===== config.mk =====
export PLATFORM = sky130hd
export DESIGN_NAME = cact_ram
export DESIGN_NICKNAME = d
export VERILOG_FILES = /design/src/rtl/call_arc_count_table_unit_macros.svh /design/src/rtl/cact_ram.sv
export SDC_FILE = /design/constraint.sdc
export NUM_CORES = 1
export LEC_CHECK = 0
export BUFFER_PORTS_ARGS = -buffer_cell sky130_fd_sc_hd__buf_2
export CORE_MARGIN = 2
export CORE_UTILIZATION = 60
export CTS_CLUSTER_DIAMETER = 80
export DETAILED_ROUTE_END_ITERATION = 6
export GPL_TIMING_DRIVEN = 0
export PLACE_DENSITY = 0.78
export SLEW_MARGIN = 15
export SYNTH_ARGS = -nofsm -noshare
export SYNTH_HDL_FRONTEND = slang
export SYNTH_SLANG_ARGS = --single-unit

===== constraint.sdc =====
create_clock -name clk_i -period 2.2 [get_ports clk_i]
set_clock_uncertainty 0.2 [all_clocks]
set_input_delay 0.11 -clock clk_i [delete_from_list [all_inputs] [get_ports clk_i]]
set_output_delay 0.11 -clock clk_i [all_outputs]
set_load 0.01 [all_outputs]

===== src/rtl/call_arc_count_table_unit_macros.svh =====
// Assertion macros for the call arc counter.
// Used inside modules that have clk_i and an active-low rst_ni.
`ifndef CALL_ARC_COUNT_TABLE_UNIT_MACROS_SVH
`define CALL_ARC_COUNT_TABLE_UNIT_MACROS_SVH

// Same-cycle implication, quiet during reset
`define CACT_ASSERT_IMP(label, ante, cons, msg) \
  label: assert property (@(posedge clk_i) disable iff (!rst_ni) (ante) |-> (cons)) \
    else $error(msg);

// Next-cycle implication, quiet during reset
`define CACT_ASSERT_NXT(label, ante, cons, msg) \
  label: assert property (@(posedge clk_i) disable iff (!rst_ni) (ante) |=> (cons)) \
    else $error(msg);

`endif


===== src/rtl/cact_ram.sv =====
// Generic simple dual-port RAM: one write port, one read port, registered read.
// No dependencies.
`default_nettype none

module cact_ram #(
  parameter int WIDTH = 8,
  parameter int DEPTH = 16
) (
  input  wire logic                     clk_i,
  input  wire logic                     we_i,
  input  wire logic [$clog2(DEPTH)-1:0] waddr_i,
  input  wire logic [WIDTH-1:0]         wdata_i,
  input  wire logic [$clog2(DEPTH)-1:0] raddr_i,
  output logic      [WIDTH-1:0]         rdata_o
);

  logic [WIDTH-1:0] mem [DEPTH];

  always_ff @(posedge clk_i) begin
    if (we_i) begin
      mem[waddr_i] <= wdata_i;
    end
    rdata_o <= mem[raddr_i];
  end

endmodule

`default_nettype wire

==> results.py <==
metrics = {
    "floorplanning": {
        "placement_rows": 33,
        "core-area_sq_um": 8260,
        "dieHeight_microns": 96.6,
        "die-area_sq_um": 9340,
        "ios": 26,
        "die_x_microns": 96.6,
        "start_util_pct": 62.3,
    },
    "route": {
        "vias": 2596,
        "drt-pass1-iter-count": 5,
        "drt_iter0_markers": 309,
        "drc_errors": 0,
        "antenna_left": 0,
        "vias_per_cell": 6.38,
        "wl_per_cell_microns": 26.2,
        "wl_microns": 10700,
    },
    "grt": {
        "grt_antenna_before_repair": 0,
        "grt_pass1_vias": 2694,
        "grt_pass1_wl_microns": 15900,
        "grtUsageTotal_pct": 24.4,
        "grt_max_degree": 17,
        "grt_overflow": 0,
    },
    "clocking": {
        "holdBufCountCts": 17,
        "cts_tree": "yes",
        "htree_levels": 4,
        "cts.clk_slew.worst_paths_ps": 60,
        "ctsResizeCount": 0,
        "clock-sinks": 136,
        "clock_latency_ps": 510,
        "cts_buffers": 17,
        "root_buffer": "clkbuf_8",
        "cts_max_path_buffers": 2,
        "post_cts_buffers": 0,
    },
    "critical_path": {
        "end_kind": "register",
        "reg2regPathDepth": 4,
        "cp_max_fo": 8,
        "path_class": "input pin to register",
        "critPathRequiredTime_ps": 2140,
        "arrival_ps": 1970,
        "start_kind": "input pin",
    },
    "synthesis": {
        "ys_seq_area_share_pct": 77.8,
        "synth_area_sq_um": 5150,
        "syn_avg_cell_area_sq_um": 22.5,
        "synth_cells": 229,
        "ys_seq_elements": 136,
        "synth_async_sr_flop_share_pct": 0,
        "ys_warn_count": 0,
        "synth_fp_nets": 247,
        "yosysUniqueCellTypes": 19,
        "ys.flop_type": "edfxtp_1",
        "synth_edf_count": 128,
    },
    "placed_design": {
        "hpwl_microns": 5960,
        "io_buffers": 24,
        "placedCellCount": 358,
        "routabilityCongestion": 0.711,
    },
    "sta": {
        "drv_slew": 0,
        "rsz0062_at_grt": "no",
        "slew_headroom_pct": 43.5,
        "timing.fmax_mhz": 491,
        "finalSetupViolations": 0,
        "setup_tns_ps": 0,
        "hold_viol": 0,
        "period_share_pct": 92.6,
        "period_needed_ps": 2040,
        "tightest_slew_ps": 844,
    },
    "layout": {
        "drive_above_1_share_pct": 28.8,
        "syn_to_final_growth_pct": 21.1,
        "final_cell_mix": "128 x edfxtp_1, 27 x buf_2, 18 x mux4_2",
        "final_common_cell": "edfxtp_1",
        "fin_nets": 307,
        "instances_no_fill": 407,
        "fillers": 440,
        "n_antenna_cell": 0,
    },
    "hold_path": {
        "whs_path_depth": 4,
        "min_path_type": "input pin to register",
    },
    "power_and_ir_drop": {
        "peakVddDrop_uv": 769,
        "power_mw": 6.26,
        "power.leakage_nw": 2.12,
        "power_density_nw_per_um2": 1000,
    },
    "job": {
        "cap_viol_max_count": 0,
    },
    "run_status": {
        "status": "finished, final reports clean",
    },
}
-- per-layer routing --
layer / GRT usage, % / share of wire (%) / vias to the layer above
met5: 0 / 0 / -
li1: - / - / 1094
met3: 7.59 / 9.2 / 30
met4: 11.4 / 3.4 / 0
met2: 38.8 / 51 / 185
met1: 31.4 / 37 / 1287
-- registers in the layout, indices dropped and copies added, names as in the netlist --
name,cells
rdata_o,8
mem,128
-- Yosys cell counts, types with 2 or more instances --
cell | n | area (sq um)
clkdlybuf4s25_2 | 3 | 30.0
buf_6 | 3 | 33.8
a22oi_1 | 16 | 120
nor3_1 | 4 | 20.0
nand2b_1 | 2 | 12.5
mux4_1 | 14 | 368
nand3b_1 | 2 | 15.0
mux4_2 | 18 | 405
nand2_1 | 9 | 33.8
buf_2 | 3 | 15.0
dfxtp_1 | 8 | 160
nor2_1 | 13 | 48.8
edfxtp_1 | 128 | 3840
-- report_power, final --
| group | internal [mW] | switching (mW) | leakage, nW |
|---|---|---|---|
| registers | 2.90 | 0.0162 | 1.22 |
| logic | 0.135 | 0.175 | 0.592 |
| clock network | 2.01 | 1.02 | 0.301 |
| total | 5.04 | 1.21 | 2.12 |
-- worst max-delay path, cell delays in order --
cell and delay (ps):
dlygate4sd3_1 530, buf_2 130, or3b_2 550, nor2_1 650
-- kinds of logic (layout without fill, tap and decap cells) --
logic type | Yosys count | in the layout | share of synthesized area [%]
flip-flops | 136 | 136 | 77.8
AND/OR/NAND/NOR | 35 | 35 | 3.18
AO/OA/AOI/OAI | 16 | 16 | 2.33
buffers and inverters | 10 | 83 | 1.68
multiplexers | 32 | 32 | 15.0
-- cell type report --
type                       count  area [sq um]  share of cell area [%]
multi-input combinational     83          1080                    17.3
clock buffer                  20           445                    7.15
sequential                   136          4000                    64.2
buffer                        10          86.3                    1.39
clock inverter                12           198                    3.17
timing repair buffer          41           290                    4.66
tap                          105           131                    2.11
-- stage by stage --
step	hold slack, ps	cell area (sq um)	util, %	setup WS [ps]
global placement	303	5400	65.4	-146
finish	33.2	6230	75.5	162
detailed placement	304	5410	65.5	194
floorplan	8.87	5150	-	397
global route	53.7	6230	75.5	104
CTS	25.5	6220	75.3	168
-- path summary, 6_finish.rpt --
path | to | slack (ps) | from
worst max-delay path | mem[2][2]$_DFFE_PP_ | 160 | waddr_i[2]
worst min-delay path | rdata_o[7]$_DFF_P_ | 30 | raddr_i[2]
worst max register to register | rdata_o[0]$_DFF_P_ | 170 | mem[1][0]$_DFFE_PP_
worst min register to register | rdata_o[1]$_DFF_P_ | 480 | mem[11][1]$_DFFE_PP_
Note: power is estimated with default switching activity, not from simulation.
